File: src/rtl/fwrdm_pkg.sv
`timescale 1ns / 1ps
// ----------------------------------------------------------------------------
// fwrdm_pkg: shared types and codes for the four-wheel drive mixer
// field widths, command and direction codes, register indexes
// ----------------------------------------------------------------------------
package fwrdm_pkg;

    localparam int DUTY_W  = 12;
    localparam int DIR_W   = 2;
    localparam int SPEED_W = 13;
    localparam int WHEEL_W = 15;  // holds fs + corr and its negation
    localparam int REQ_W   = 2;
    localparam int CFG_W   = 12;
    localparam int CFG_IDX_W = 2;
    localparam int INV_W   = 4;

    // command kinds
    localparam logic [REQ_W-1:0] REQ_SOFT_STOP = 2'd0;
    localparam logic [REQ_W-1:0] REQ_BRAKE     = 2'd1;
    localparam logic [REQ_W-1:0] REQ_SPIN      = 2'd2;
    localparam logic [REQ_W-1:0] REQ_ADVANCE   = 2'd3;

    // direction codes
    localparam logic [DIR_W-1:0] DIR_STOP    = 2'd0;
    localparam logic [DIR_W-1:0] DIR_FORWARD = 2'd1;
    localparam logic [DIR_W-1:0] DIR_REVERSE = 2'd2;

    // configuration register indexes
    localparam logic [CFG_IDX_W-1:0] CFG_PWM_LIMIT    = 2'd0;
    localparam logic [CFG_IDX_W-1:0] CFG_RAMP_STEP    = 2'd1;
    localparam logic [CFG_IDX_W-1:0] CFG_WHEEL_INVERT = 2'd2;

    // wheel invert bit positions
    localparam int FL_BIT = 0;
    localparam int FR_BIT = 1;
    localparam int RL_BIT = 2;
    localparam int RR_BIT = 3;

    typedef struct packed {
        logic [REQ_W-1:0]          req;
        logic signed [SPEED_W-1:0] speed;
        logic signed [SPEED_W-1:0] correction;
    } t_cmd;

endpackage

File: src/rtl/fwrdm_ramp.sv
`timescale 1ns / 1ps
// ----------------------------------------------------------------------------
// fwrdm_ramp: ramped forward speed and side mixing
// holds the forward speed, updates it per command, forms left/right values
// ----------------------------------------------------------------------------
module fwrdm_ramp
    import fwrdm_pkg::*;
(
    input  logic                      i_clk,
    input  logic                      i_rst_n,
    input  logic                      i_fire,
    input  t_cmd                      i_cmd,
    input  logic [CFG_W-1:0]          i_ramp_step,
    output logic signed [WHEEL_W-1:0] o_left,
    output logic signed [WHEEL_W-1:0] o_right,
    output logic signed [SPEED_W-1:0] o_next_speed
);

    logic signed [SPEED_W-1:0] r_fwd_speed;
    logic signed [SPEED_W-1:0] n_fwd_speed;

    logic signed [WHEEL_W-1:0] fs_w;
    logic signed [WHEEL_W-1:0] step_w;
    logic signed [WHEEL_W-1:0] spd_w;
    logic signed [WHEEL_W-1:0] corr_w;
    logic signed [WHEEL_W-1:0] dec_w;
    logic signed [WHEEL_W-1:0] inc_w;
    logic signed [WHEEL_W-1:0] adv_w;
    logic signed [WHEEL_W-1:0] next_w;

    assign fs_w   = WHEEL_W'(r_fwd_speed);
    assign step_w = $signed({{(WHEEL_W-CFG_W){1'b0}}, i_ramp_step});
    assign spd_w  = WHEEL_W'(i_cmd.speed);
    assign corr_w = WHEEL_W'(i_cmd.correction);
    assign dec_w  = fs_w - step_w;
    assign inc_w  = fs_w + step_w;

    always_comb begin
        next_w  = fs_w;
        adv_w   = fs_w;
        o_left  = '0;
        o_right = '0;
        unique case (i_cmd.req)
            REQ_SOFT_STOP: begin
                // ramp toward zero without crossing it
                if (fs_w > 0) begin
                    next_w = (dec_w < 0) ? '0 : dec_w;
                end else if (fs_w < 0) begin
                    next_w = (inc_w > 0) ? '0 : inc_w;
                end
                o_left  = next_w;
                o_right = next_w;
            end
            REQ_BRAKE: begin
                next_w = '0;
            end
            REQ_SPIN: begin
                o_left  = spd_w;
                o_right = -spd_w;
            end
            default: begin
                // advance: step up, snap down to target
                adv_w   = (fs_w < spd_w) ? inc_w : fs_w;
                next_w  = (adv_w > spd_w) ? spd_w : adv_w;
                o_left  = next_w + corr_w;
                o_right = next_w - corr_w;
            end
        endcase
    end

    assign n_fwd_speed  = next_w[SPEED_W-1:0];
    assign o_next_speed = n_fwd_speed;

    always_ff @(posedge i_clk) begin
        if (!i_rst_n) begin
            r_fwd_speed <= '0;
        end else if (i_fire) begin
            r_fwd_speed <= n_fwd_speed;
        end
    end

endmodule

File: src/rtl/fwrdm_wheel.sv
`timescale 1ns / 1ps
// ----------------------------------------------------------------------------
// fwrdm_wheel: per-wheel invert, saturate and duty/direction encode
// turns a signed wheel value into a duty magnitude and a direction code
// ----------------------------------------------------------------------------
module fwrdm_wheel
    import fwrdm_pkg::*;
(
    input  logic signed [WHEEL_W-1:0] i_value,
    input  logic                      i_invert,
    input  logic [CFG_W-1:0]          i_limit,
    output logic [DUTY_W-1:0]         o_duty,
    output logic [DIR_W-1:0]          o_dir
);

    logic signed [WHEEL_W-1:0] v_inv;
    logic signed [WHEEL_W-1:0] lim_w;
    logic signed [WHEEL_W-1:0] v_sat;
    logic signed [WHEEL_W-1:0] v_abs;

    assign v_inv = i_invert ? -i_value : i_value;
    assign lim_w = $signed({{(WHEEL_W-CFG_W){1'b0}}, i_limit});

    always_comb begin
        if (v_inv > lim_w) begin
            v_sat = lim_w;
        end else if (v_inv < -lim_w) begin
            v_sat = -lim_w;
        end else begin
            v_sat = v_inv;
        end
    end

    assign v_abs  = v_sat[WHEEL_W-1] ? -v_sat : v_sat;
    assign o_duty = v_abs[DUTY_W-1:0];

    always_comb begin
        if (v_sat > 0) begin
            o_dir = DIR_FORWARD;
        end else if (v_sat < 0) begin
            o_dir = DIR_REVERSE;
        end else begin
            o_dir = DIR_STOP;
        end
    end

endmodule

File: src/rtl/four_wheel_ramped_drive_mixer.sv
`timescale 1ns / 1ps
// ----------------------------------------------------------------------------
// four_wheel_ramped_drive_mixer: ramped four-wheel drive mixer
// one command item in, one item of four wheel duties/directions out
// ----------------------------------------------------------------------------
//
// channel   dir  tdata fields (low bit up)                         tuser
// -------   ---  ------------------------------------------------  --------
// s_axis    in   speed[12:0], correction[25:13], pad to 32          req_type
// m_axis    out  fl duty/dir, fr duty/dir, rl duty/dir,             -
//                rr duty/dir (12+2 each), ramp_speed, pad to 72
// cfg       in   i_cfg_we, i_cfg_idx, i_cfg_data (12 bit)           -
//
// two register stages: input register, then result register; the speed
// update and all four wheel paths sit between them, so one item per cycle
// flows through while m_axis does not stall, and an item's result is offered
// from the result register; synchronous active-low reset clears both valid
// flags and the ramp speed; config registers reset to limit 255, step 5,
// no inversion; a stall on m_axis holds the result register and backs up into
// the input register; s_axis_tready drops only when both stages are full and stalled
// ----------------------------------------------------------------------------
module four_wheel_ramped_drive_mixer
    import fwrdm_pkg::*;
(
    input  logic                 i_clk,
    input  logic                 i_rst_n,
    // command input
    input  logic                 s_axis_tvalid,
    output logic                 s_axis_tready,
    input  logic [31:0]          s_axis_tdata,   // speed[12:0], correction[25:13]
    input  logic [REQ_W-1:0]     s_axis_tuser,   // req_type[1:0]
    // result output
    output logic                 m_axis_tvalid,
    input  logic                 m_axis_tready,
    output logic [71:0]          m_axis_tdata,   // fl_duty, fl_dir, fr_duty, fr_dir,
                                                 // rl_duty, rl_dir, rr_duty, rr_dir,
                                                 // ramp_speed[68:56]
    // configuration write port
    input  logic                 i_cfg_we,
    input  logic [CFG_IDX_W-1:0] i_cfg_idx,
    input  logic [CFG_W-1:0]     i_cfg_data
);

    // config registers
    logic [CFG_W-1:0] r_pwm_limit;
    logic [CFG_W-1:0] r_ramp_step;
    logic [INV_W-1:0] r_wheel_invert;

    always_ff @(posedge i_clk) begin
        if (!i_rst_n) begin
            r_pwm_limit    <= CFG_W'(255);
            r_ramp_step    <= CFG_W'(5);
            r_wheel_invert <= '0;
        end else if (i_cfg_we) begin
            unique case (i_cfg_idx)
                CFG_PWM_LIMIT:    r_pwm_limit    <= i_cfg_data;
                CFG_RAMP_STEP:    r_ramp_step    <= i_cfg_data;
                CFG_WHEEL_INVERT: r_wheel_invert <= i_cfg_data[INV_W-1:0];
                default: ;  // unmapped index, write dropped
            endcase
        end
    end

    // pipeline control
    logic r_in_valid;
    logic r_out_valid;
    logic out_free;
    logic fire;

    assign out_free      = !r_out_valid || m_axis_tready;
    assign fire          = r_in_valid && out_free;
    assign s_axis_tready = !r_in_valid || out_free;
    assign m_axis_tvalid = r_out_valid;

    // input register
    t_cmd r_cmd;

    always_ff @(posedge i_clk) begin
        if (!i_rst_n) begin
            r_in_valid <= 1'b0;
        end else if (s_axis_tready) begin
            r_in_valid <= s_axis_tvalid;
        end
    end

    always_ff @(posedge i_clk) begin
        if (s_axis_tready && s_axis_tvalid) begin
            r_cmd.req        <= s_axis_tuser;
            r_cmd.speed      <= s_axis_tdata[SPEED_W-1:0];
            r_cmd.correction <= s_axis_tdata[2*SPEED_W-1:SPEED_W];
        end
    end

    // speed ramp and side mixing; state advances as the item moves on
    logic signed [WHEEL_W-1:0] left_val;
    logic signed [WHEEL_W-1:0] right_val;
    logic signed [SPEED_W-1:0] next_speed;

    fwrdm_ramp u_ramp (
        .i_clk        (i_clk),
        .i_rst_n      (i_rst_n),
        .i_fire       (fire),
        .i_cmd        (r_cmd),
        .i_ramp_step  (r_ramp_step),
        .o_left       (left_val),
        .o_right      (right_val),
        .o_next_speed (next_speed)
    );

    // four wheel encoders, left values to left wheels
    logic [DUTY_W-1:0] fl_duty, fr_duty, rl_duty, rr_duty;
    logic [DIR_W-1:0]  fl_dir, fr_dir, rl_dir, rr_dir;

    fwrdm_wheel u_fl (
        .i_value  (left_val),
        .i_invert (r_wheel_invert[FL_BIT]),
        .i_limit  (r_pwm_limit),
        .o_duty   (fl_duty),
        .o_dir    (fl_dir)
    );

    fwrdm_wheel u_fr (
        .i_value  (right_val),
        .i_invert (r_wheel_invert[FR_BIT]),
        .i_limit  (r_pwm_limit),
        .o_duty   (fr_duty),
        .o_dir    (fr_dir)
    );

    fwrdm_wheel u_rl (
        .i_value  (left_val),
        .i_invert (r_wheel_invert[RL_BIT]),
        .i_limit  (r_pwm_limit),
        .o_duty   (rl_duty),
        .o_dir    (rl_dir)
    );

    fwrdm_wheel u_rr (
        .i_value  (right_val),
        .i_invert (r_wheel_invert[RR_BIT]),
        .i_limit  (r_pwm_limit),
        .o_duty   (rr_duty),
        .o_dir    (rr_dir)
    );

    // result register
    logic [71:0] r_out_data;

    always_ff @(posedge i_clk) begin
        if (!i_rst_n) begin
            r_out_valid <= 1'b0;
        end else if (out_free) begin
            r_out_valid <= r_in_valid;
        end
    end

    always_ff @(posedge i_clk) begin
        if (fire) begin
            r_out_data <= {3'b000, next_speed,
                           rr_dir, rr_duty, rl_dir, rl_duty,
                           fr_dir, fr_duty, fl_dir, fl_duty};
        end
    end

    assign m_axis_tdata = r_out_data;

endmodule
File: config.mk
export PLATFORM = sky130hd
export DESIGN_NAME = four_wheel_ramped_drive_mixer
export DESIGN_NICKNAME = d
export VERILOG_FILES = /design/src/rtl/fwrdm_pkg.sv /design/src/rtl/fwrdm_ramp.sv /design/src/rtl/fwrdm_wheel.sv /design/src/rtl/four_wheel_ramped_drive_mixer.sv
export SDC_FILE = /design/constraint.sdc
export NUM_CORES = 1
export LEC_CHECK = 0
export ABC_AREA = 1
export BUFFER_PORTS_ARGS = -buffer_cell sky130_fd_sc_hd__buf_2
export CORE_UTILIZATION = 35
export DETAILED_ROUTE_END_ITERATION = 7
export GPL_ROUTABILITY_DRIVEN = 1
export PLACE_DENSITY = 0.61
export SLEW_MARGIN = 20
export SYNTH_ARGS = -nofsm -noshare
export SYNTH_HDL_FRONTEND = slang
export SYNTH_SLANG_ARGS = --single-unit
File: constraint.sdc
create_clock -name i_clk -period 23.1 [get_ports i_clk]
set_input_delay 1.155 -clock i_clk [delete_from_list [all_inputs] [get_ports i_clk]]
set_output_delay 1.155 -clock i_clk [all_outputs]
set_load 0.02 [all_outputs]
==> summary.md, run 1 <==
| Metric | Value |
|---|---|
| Final #Nets | `2,737` |
| Gr usage total | `0.228` |
| Detail Route met2 WL | `24,900 microns` |
| Num ports | `127` |
| Outcome | `finished clean` |
| Cells after Synth | `2,412` |
| First-iteration detailed-routing DRC count | `1,187` |
| Vias in the first global route | `15.1k` |
| Post-CTS Hold Fix Bufs | `0` |
| Area growth syn-to-layout | `10.2%` |
| Synth Area per Inst | `6.73 sq um` |
| Port Buffer Count | `117` |
| Root Driver | `clkbuf_16` |
| Global-route wire length before repair | `82,900 microns` |
| Layout Cells excl Fill | `3,103` |
| # DRC | `0` |
| Most common cell after layout, fill and taps aside | `nand2_1` |
| CP dominant cell by count | `nand2_1` |
| Initial antenna violation count | `0` |
| Unrepaired setup endpoints after global routing | `no` |
| Core area | `0.0456 sq mm` |
| Wl on met1 | `23,500 microns` |
| Routed wl met3 | `2660 microns` |
| Largest buffer count on any clock path | `2` |
| Max-slew violation count | `0` |
| Total negative slack | `0 ns` |
| CP endpoint kind | `flop` |
| WL/cell | `17.1 microns` |
| Placement row count | `78` |
| LEAKAGE | `0.00887 uW` |
| CTS Buf Count | `17` |
| DR vias | `16.2k` |
| Die W | `217 microns` |
| Final Total Pwr | `1530 uW` |
| Final Setup Violations | `0` |
| DR pass1 iterations | `6` |
| Critical Path RT | `23.33 ns` |
| Die Area | `0.0472 sq mm` |
| Die span in y | `217 microns` |
| Final instance area | `0.0179 sq mm` |
| Clock Skew | `0.0168 ns` |
| Maximum vdd drop | `55.4 uV` |
| Filler instances | `4,852` |
| Startpoint types | `flop` |
| ANT cells | `0` |
| WL final | `53,100 microns` |
| Most frequent cells in the layout | `621 x nand2_1, 301 x inv_1, 201 x nand3_1` |
| # resized after CTS | `0` |
| Max_cap viols | `0` |
| Yosys Warn Count | `0` |
| Register bit total from synthesis | `140` |
| Hpwl dp | `42,900 microns` |
| Distinct cells, synth | `56` |
| Syn Std Cell Area | `0.0162 sq mm` |
| CTS tree | `built` |
| DR vias/cell | `5.21` |
| # Post-CTS Setup Buffers | `0` |
| Final period util | `0.525` |
| Grt ovf | `0` |
| Initial Util | `0.356` |
| Fmax | `82.5 MHz` |
| Max Used Layer | `met4` |
| Placed Area | `0.0173 sq mm` |
| Minimum clock period | `12.13 ns` |
| Final Wtd Congestion | `0.969` |
| Slew headroom | `0.277` |
| Critical path's largest stage delay | `0.56 ns` |
| Clock sinks | `140` |
| Total number of H-tree levels | `4` |
| Worst-Skew Late Latency | `0.50 ns` |
| Post-synthesis sequential area ratio | `0.232` |
| Slowest CP cell | `clkinv_1` |
| CP Max Fanout | `24` |
| DRT antenna net count | `0` |
| Worst hold path class | `flop to flop` |
| Share of layout cells above drive strength 1 | `0.129` |
| Power Dens Cells | `85.7 mW/mm^2` |
| Final hold vios | `0` |
| Largest net degree at the start of global routing | `63` |
| Setup CP Type | `flop to flop` |
| Clk pin slew, worst setup/hold paths | `0.07 ns` |
| Placed Cells | `3,071` |
| CP Data Arrival Time | `12.36 ns` |
| Worst-margin pin slew | `1.08 ns` |
synthesized netlist by cell type (all sizes together):
cell type | count | area share
nand4 | 29 | 0.011
a32o | 1 | 0.00062
fa | 4 | 0.0049
nor3 | 23 | 0.0074
clkinv | 9 | 0.0021
or2 | 11 | 0.0042
nor2 | 179 | 0.047
a31o | 1 | 0.00054
buf | 41 | 0.018
o221ai | 9 | 0.0049
mux2i | 1 | 0.00062
a21o | 9 | 0.0042
o21bai | 4 | 0.0018
inv | 317 | 0.073
o2111ai | 5 | 0.0027
o22ai | 2 | 0.00077
nand3b | 5 | 0.0023
and3 | 1 | 0.00039
dfxtp | 43 | 0.053
o211ai | 24 | 0.011
xnor2 | 14 | 0.0076
edfxtp | 97 | 0.18
conb | 1 | 0.00023
a21boi | 6 | 0.0028
o21ai | 193 | 0.061
ha | 190 | 0.15
a221oi | 3 | 0.0016
and2 | 5 | 0.0019
nand2 | 692 | 0.18
a21oi | 165 | 0.053
o31ai | 5 | 0.0023
o21a | 8 | 0.0037
nor4 | 9 | 0.0035
o41ai | 1 | 0.00054
a211oi | 7 | 0.0032
o311ai | 1 | 0.00054
clkbuf | 33 | 0.0076
a31oi | 5 | 0.0019
nand3 | 222 | 0.075
xor2 | 37 | 0.020
critical path: cells and delay by family, from the launching register on:
family,cells,cell delay (ns)
AO/OA/AOI/OAI,23,4.50
XOR/XNOR,1,0.17
adder cells (fa/ha/maj),5,1.59
buffers and inverters,5,1.12
flip-flops,1,0.52
multiplexers,1,0.13
AND/OR/NAND/NOR,25,3.83
flip-flops by register name, summed over array words and instances (netlist names):
name	cells
r_pwm_limit	12
u_ramp.r_fwd_speed	13
m_axis_tdata	69
m_axis_tvalid	1
r_ramp_step	12
r_cmd	28
r_wheel_invert	4
r_in_valid	1
stage by stage:
stage / utilization / hold WS [ns] / setup slack (ns)
5_1_grt: 0.393 / 0.506 / 9.86
3_5_place_dp: 0.379 / 0.474 / 11.28
6_report: 0.393 / 0.485 / 10.97
3_3_place_gp: 0.379 / 0.470 / 11.31
4_1_cts: 0.392 / 0.485 / 11.21
2_1_floorplan: - / 0.454 / 14.03
final cells by class:
class	instances	area [sq um]	share of cell area
Timing Repair Buffer	131	691	0.0386
Multi-Input combinational cell	1874	10800	0.605
Inverter	326	1220	0.0684
Clock inverter	9	78.8	0.00441
Sequential cell	140	3770	0.211
Tap cell	600	751	0.0420
Clock buffer	23	543	0.0304
layer usage:
layer	global-route usage	vias up
met3	0.0275	106
met4	0.114	0
li1	-	8189
met1	0.285	7355
met2	0.386	518
met5	0	-
worst paths after layout:
check / depth (start not counted) / slack, ns / from / end
max: 60 / 10.97 / u_ramp.r_fwd_speed[1]$_SDFFE_PN0P_ / m_axis_tdata[54]$_SDFFCE_PN1P_
min: 2 / 0.48 / r_ramp_step[5]$_SDFFE_PN0P_ / r_ramp_step[5]$_SDFFE_PN0P_
max reg2reg: 60 / 10.97 / u_ramp.r_fwd_speed[1]$_SDFFE_PN0P_ / m_axis_tdata[54]$_SDFFCE_PN1P_
min reg2reg: 2 / 0.48 / r_ramp_step[5]$_SDFFE_PN0P_ / r_ramp_step[5]$_SDFFE_PN0P_
logic make-up (layout without fill, tap and decap cells):
family | count (synthesis) | in the layout | synth area share
AO/OA/AOI/OAI | 449 | 449 | 0.158
adder cells (fa/ha/maj) | 194 | 194 | 0.151
multiplexers | 1 | 1 | 0.000617
AND/OR/NAND/NOR | 1176 | 1176 | 0.329
flip-flops | 140 | 140 | 0.232
buffers and inverters | 400 | 489 | 0.101
XOR/XNOR | 51 | 51 | 0.0275
other | 1 | 3 | 0.000231
report_power, final:
group	switching, uW	internal, uW	total, uW
clock network	127	169	296
registers	14.8	319	334
logic	618	285	903
total	760	773	1530
Power figures use the tool's default switching activity.
==> run 2: changes to the inputs <==
--- a/config.mk
+++ b/config.mk
@@ -5,12 +5,12 @@
 export SDC_FILE = /design/constraint.sdc
 export NUM_CORES = 1
 export LEC_CHECK = 0
-export ABC_AREA = 1
+export ABC_AREA = 0
 export BUFFER_PORTS_ARGS = -buffer_cell sky130_fd_sc_hd__buf_2
 export CORE_UTILIZATION = 35
 export DETAILED_ROUTE_END_ITERATION = 7
 export GPL_ROUTABILITY_DRIVEN = 1
-export PLACE_DENSITY = 0.61
+export PLACE_DENSITY = 0.63
 export SLEW_MARGIN = 20
 export SYNTH_ARGS = -nofsm -noshare
 export SYNTH_HDL_FRONTEND = slang
==> constraint.sdc (replaced) <==
create_clock -name i_clk -period 9.8 [get_ports i_clk]
set_input_delay 0.49 -clock i_clk [delete_from_list [all_inputs] [get_ports i_clk]]
set_output_delay 0.49 -clock i_clk [all_outputs]
set_load 0.02 [all_outputs]
==> run 2 against run 1 <==
Effect of this change: the flow now finishes with violations (negative setup slack); area after synthesis rose by 6.4%; sequential share of layout area fell by 6.6 points; utilization rose by 14 points; clock power rose by 140%; non-clock buffer count rose by 617; largest cell class unchanged; clock-buffer cell count fell by 3; clock skew rose by 0.015 ns; total power rose to 3.7 times the previous value; combinational power rose to 4.6 times the previous value; via count rose by 21%; largest power group unchanged; highest routed layer is now met5; die area rose by 6.4%; routed wire length rose by 45%.
==> summary.md, run 2 <==
| Metric | Value |
|---|---|
| Die Area | `0.0503 sq mm (+6.4%)` |
| Synth Area per Inst | `8.39 sq um (+25%)` |
| Clock network power share | `0.124 (-0.069)` |
| Placement row count | `81 (+3.8%)` |
| Filler instances | `4,589 (-5.4%)` |
| Distinct cells, synth | `134 (+140%)` |
| Critical Path RT | `10.05 ns (-13.28 ns)` |
| Root Driver | `clkbuf_16` |
| Power Dens Cells | `216 mW/mm^2 (+150%)` |
| Final period util | `1.08 (+0.556)` |
| Final core occ | `0.534 (+0.141)` |
| Max-slew violation count | `0 (unchanged)` |
| Die span in y | `224 microns (+3.1%)` |
| Maximum vdd drop | `125 uV (+130%)` |
| LEAKAGE | `0.0113 uW (+28%)` |
| Critical path's largest stage delay | `0.57 ns (about the same)` |
| Largest net degree at the start of global routing | `63 (unchanged)` |
| Worst-case reg-to-reg path depth | `55 (-8.3%)` |
| Final Setup Violations | `53 (+53)` |
| Gr usage total | `0.300 (+0.0720)` |
| Yosys Warn Count | `0 (unchanged)` |
| EDFF count, synth | `97 (unchanged)` |
| Die W | `224 microns (+3.1%)` |
| Area growth syn-to-layout | `50.8%` |
| DR vias | `19.6k (+21%)` |
| Final Wtd Congestion | `0.996 (+2.7%)` |
| Core area | `0.0488 sq mm (+7.2%)` |
| Worst R2R End | `m_axis_tdata[40]$_SDFFCE_PN1P_` |
| Largest register FFs | `69 (unchanged)` |
| Switching part of the total | `0.438 (-0.0574)` |
| Psw | `2470 uW (+220%)` |
| Hpwl dp | `59,500 microns (+39%)` |
| Max Used Layer | `met5` |
| Final hold vios | `0 (unchanged)` |
| Worst-Skew Late Latency | `0.52 ns (+0.02 ns)` |
| Post-synth top cells | `190 x ha_1, 183 x nand2_1, 137 x nor2_1` |
| DR pass1 iterations | `6 (unchanged)` |
| Num ports | `127 (unchanged)` |
| DRT antenna net count | `0 (unchanged)` |
| Power Internal | `3160 uW (+310%)` |
| Fin worst setup slack | `-0.795 ns (-11.77 ns)` |
| Clock sinks | `140 (unchanged)` |
| First-iteration detailed-routing DRC count | `1,670 (+41%)` |
| Final Total Pwr | `5620 uW (+270%)` |
| Final #Nets | `2,983 (+9.0%)` |
| Global-route wire length before repair | `113,000 microns (+37%)` |
| Max_cap viols | `0 (unchanged)` |
| Asr flop ratio synth | `0 (unchanged)` |
| Top-count cell post-synth | `ha_1` |
| Wl on met1 | `30,800 microns (+31%)` |
| Worst R2R Start | `r_cmd[14]$_DFFE_PP_` |
| Port Buffer Count | `117 (unchanged)` |
| Post-synth top area cell | `edfxtp_1` |
| Post-synthesis sequential area ratio | `0.218 (-0.0141)` |
| Failing checks | `negative setup slack` |
| Share of layout cells above drive strength 1 | `0.442 (+0.314)` |
| Share of the synthesized area in the top cell type | `0.169 (-0.0109)` |
| Fmax | `94.4 MHz (+14%)` |
| Slowest CP cell | `or4_4` |
| Syn Std Cell Area | `0.0173 sq mm (+6.4%)` |
| Outcome | `finished, violations left` |
| Most frequent cells in the layout | `550 x buf_4, 163 x ha_1, 162 x nand2_1` |
| R2R Setup Slk | `-0.80 ns (-11.77 ns)` |
| WL/cell | `22.6 microns (+32%)` |
| Hold endpoint | `r_cmd[4]$_DFFE_PP_` |
| WL final | `77,100 microns (+45%)` |
| Grt ovf | `0 (unchanged)` |
| Worst hold path class | `input pin to flop` |
| Initial antenna violation count | `3 (+3)` |
| Register bit total from synthesis | `140 (unchanged)` |
| Main flop type after synthesis | `edfxtp_1` |
| DR vias/cell | `5.74 (+10%)` |
| CP Data Arrival Time | `10.84 ns (-1.52 ns)` |
| Vias in the first global route | `19.1k (+27%)` |
| CP endpoint kind | `flop` |
| Startpoint types | `flop` |
| Total number of H-tree levels | `4 (unchanged)` |
| Minimum clock period | `10.60 ns (-1.53 ns)` |
| Setup CP Type | `flop to flop` |
| Unrepaired setup endpoints after global routing | `yes` |
| Placed Cells | `3,243 (+5.6%)` |
| Hold path cells | `1 (-1)` |
| # DRC | `0 (unchanged)` |
| Detail Route met2 WL | `36,700 microns (+48%)` |
| Most common cell after layout, fill and taps aside | `buf_4` |
| Clk pin slew, worst setup/hold paths | `0.10 ns (+0.03 ns)` |
| Routed wl met3 | `4530 microns (+70%)` |
| Initial Util | `0.354 (-0.00245)` |
| CP Max Fanout | `7 (-71%)` |
| Dominant cells by area after synthesis | `edfxtp_1 17%, ha_1 14%, dfxtp_1 5.0%` |
| CP dominant cell by count | `a21o_1` |
| Hold Crit Start | `s_axis_tdata[17]` |
| Slew headroom | `0.233 (-0.0440)` |
| Cells after Synth | `2,060 (-15%)` |
| CTS tree | `built` |
| Flop pwr share | `0.142 (-0.076)` |
| Largest buffer count on any clock path | `2 (unchanged)` |
| Layout Cells excl Fill | `3,415 (+10%)` |
| Worst-margin pin slew | `1.15 ns (+0.0644 ns)` |
| Clock Skew | `0.0316 ns (+0.0148 ns)` |
| CTS Buf Count | `17 (unchanged)` |
| Logic pwr share | `0.734 (+0.145)` |
## run 2: cell count changes after synthesis, moves of 26 or more
| cell | previous run | this run |
|---|---|---|
| nand2_1 | 621 | 183 |
| mux2_2 | 0 | 29 |
| a21oi_1 | 158 | 126 |
| nand3_1 | 201 | 61 |
| a31oi_1 | 5 | 33 |
| a21o_1 | 9 | 40 |
| xnor2_1 | 14 | 92 |
| nand2_2 | 57 | 0 |
| o21ai_0 | 177 | 120 |
| inv_1 | 303 | 114 |
| nor2b_1 | 0 | 39 |
| mux2i_1 | 1 | 27 |
## run 2: logic make-up after synthesis
logic type	count (synthesis)	share of synthesized area
AOI/OAI and AO/OA	677	0.286
DFF	140	0.218
other	1	0.000217
adders and majority gates	194	0.142
and+or+nand+nor	647	0.195
xor gates and xnor gates	128	0.0668
muxes	56	0.0345
buffers and inverters	217	0.0562
## run 2: timing repair
action,in CTS,in global routing
hold buffers,0,0
resized for setup,233,195
endpoints found under the setup margin,54,56
buffers inserted,88,54
pin swaps,163,138
gates cloned,4,2
## run 2: worst max path at each step
stage,to,startpoint
3_5_place_dp,m_axis_tdata[26]$_SDFFCE_PN1P_,r_cmd[14]$_DFFE_PP_
3_3_place_gp,m_axis_tdata[39]$_DFFE_PP_,r_cmd[14]$_DFFE_PP_
4_1_cts,m_axis_tdata[53]$_DFFE_PP_,r_cmd[14]$_DFFE_PP_
6_report,m_axis_tdata[40]$_SDFFCE_PN1P_,r_cmd[14]$_DFFE_PP_
5_1_grt,m_axis_tdata[26]$_SDFFCE_PN1P_,r_cmd[14]$_DFFE_PP_
2_1_floorplan,m_axis_tdata[39]$_DFFE_PP_,r_cmd[14]$_DFFE_PP_
## run 2: power groups by stage
stage	Combinational (uW)	Clock, uW	Sequential [uW]
finish	4130	700	798
global route	4380	734	804
CTS	3720	714	798
detailed placement	3240	0	810
global placement	3190	0	810
floorplan	1800	0	879
## run 2: routing by layer
| layer | up-vias | global-route usage |
|---|---|---|
| met2 | 835 | 0.512 |
| met1 | 9398 | 0.356 |
| li1 | 9110 | - |
| met3 | 257 | 0.0447 |
| met5 | - | 0 |
| met4 | 2 | 0.179 |
## run 2: cell type report
cell class	instances	area (sq um)	share of cell area
Sequential cell	140	3770	0.145
Clock buffer	20	500	0.0192
Tap cell	664	831	0.0319
Inverter	122	474	0.0182
Clock inverter	12	114	0.00437
Timing Repair Buffer	748	5700	0.219
Multi-Input combinational cell	1707	14700	0.563
Antenna cell	2	5.00	0.000192
## run 2: critical path, delay by kind of cell, from the launching register on
family	cells	cell delay, ns
fa+ha+maj	4	1.02
simple gates	8	1.49
mux	2	0.68
flops	1	0.40
compound gates	33	5.63
xor+xnor	1	0.17
buf+inv	7	0.93
## run 2: per-stage QoR
step	area [sq um]	hold WS, ns	setup TNS (ns)	setup slack [ns]
after floorplan	17800	0.461	-8.81	-0.491
after global placement	22300	0.499	-24.24	-0.703
after detailed placement	22300	0.509	-34.44	-0.925
after CTS	24800	0.104	-22.53	-0.742
after global routing	26100	0.126	-49.08	-1.20
final	26100	0.136	-26.87	-0.795
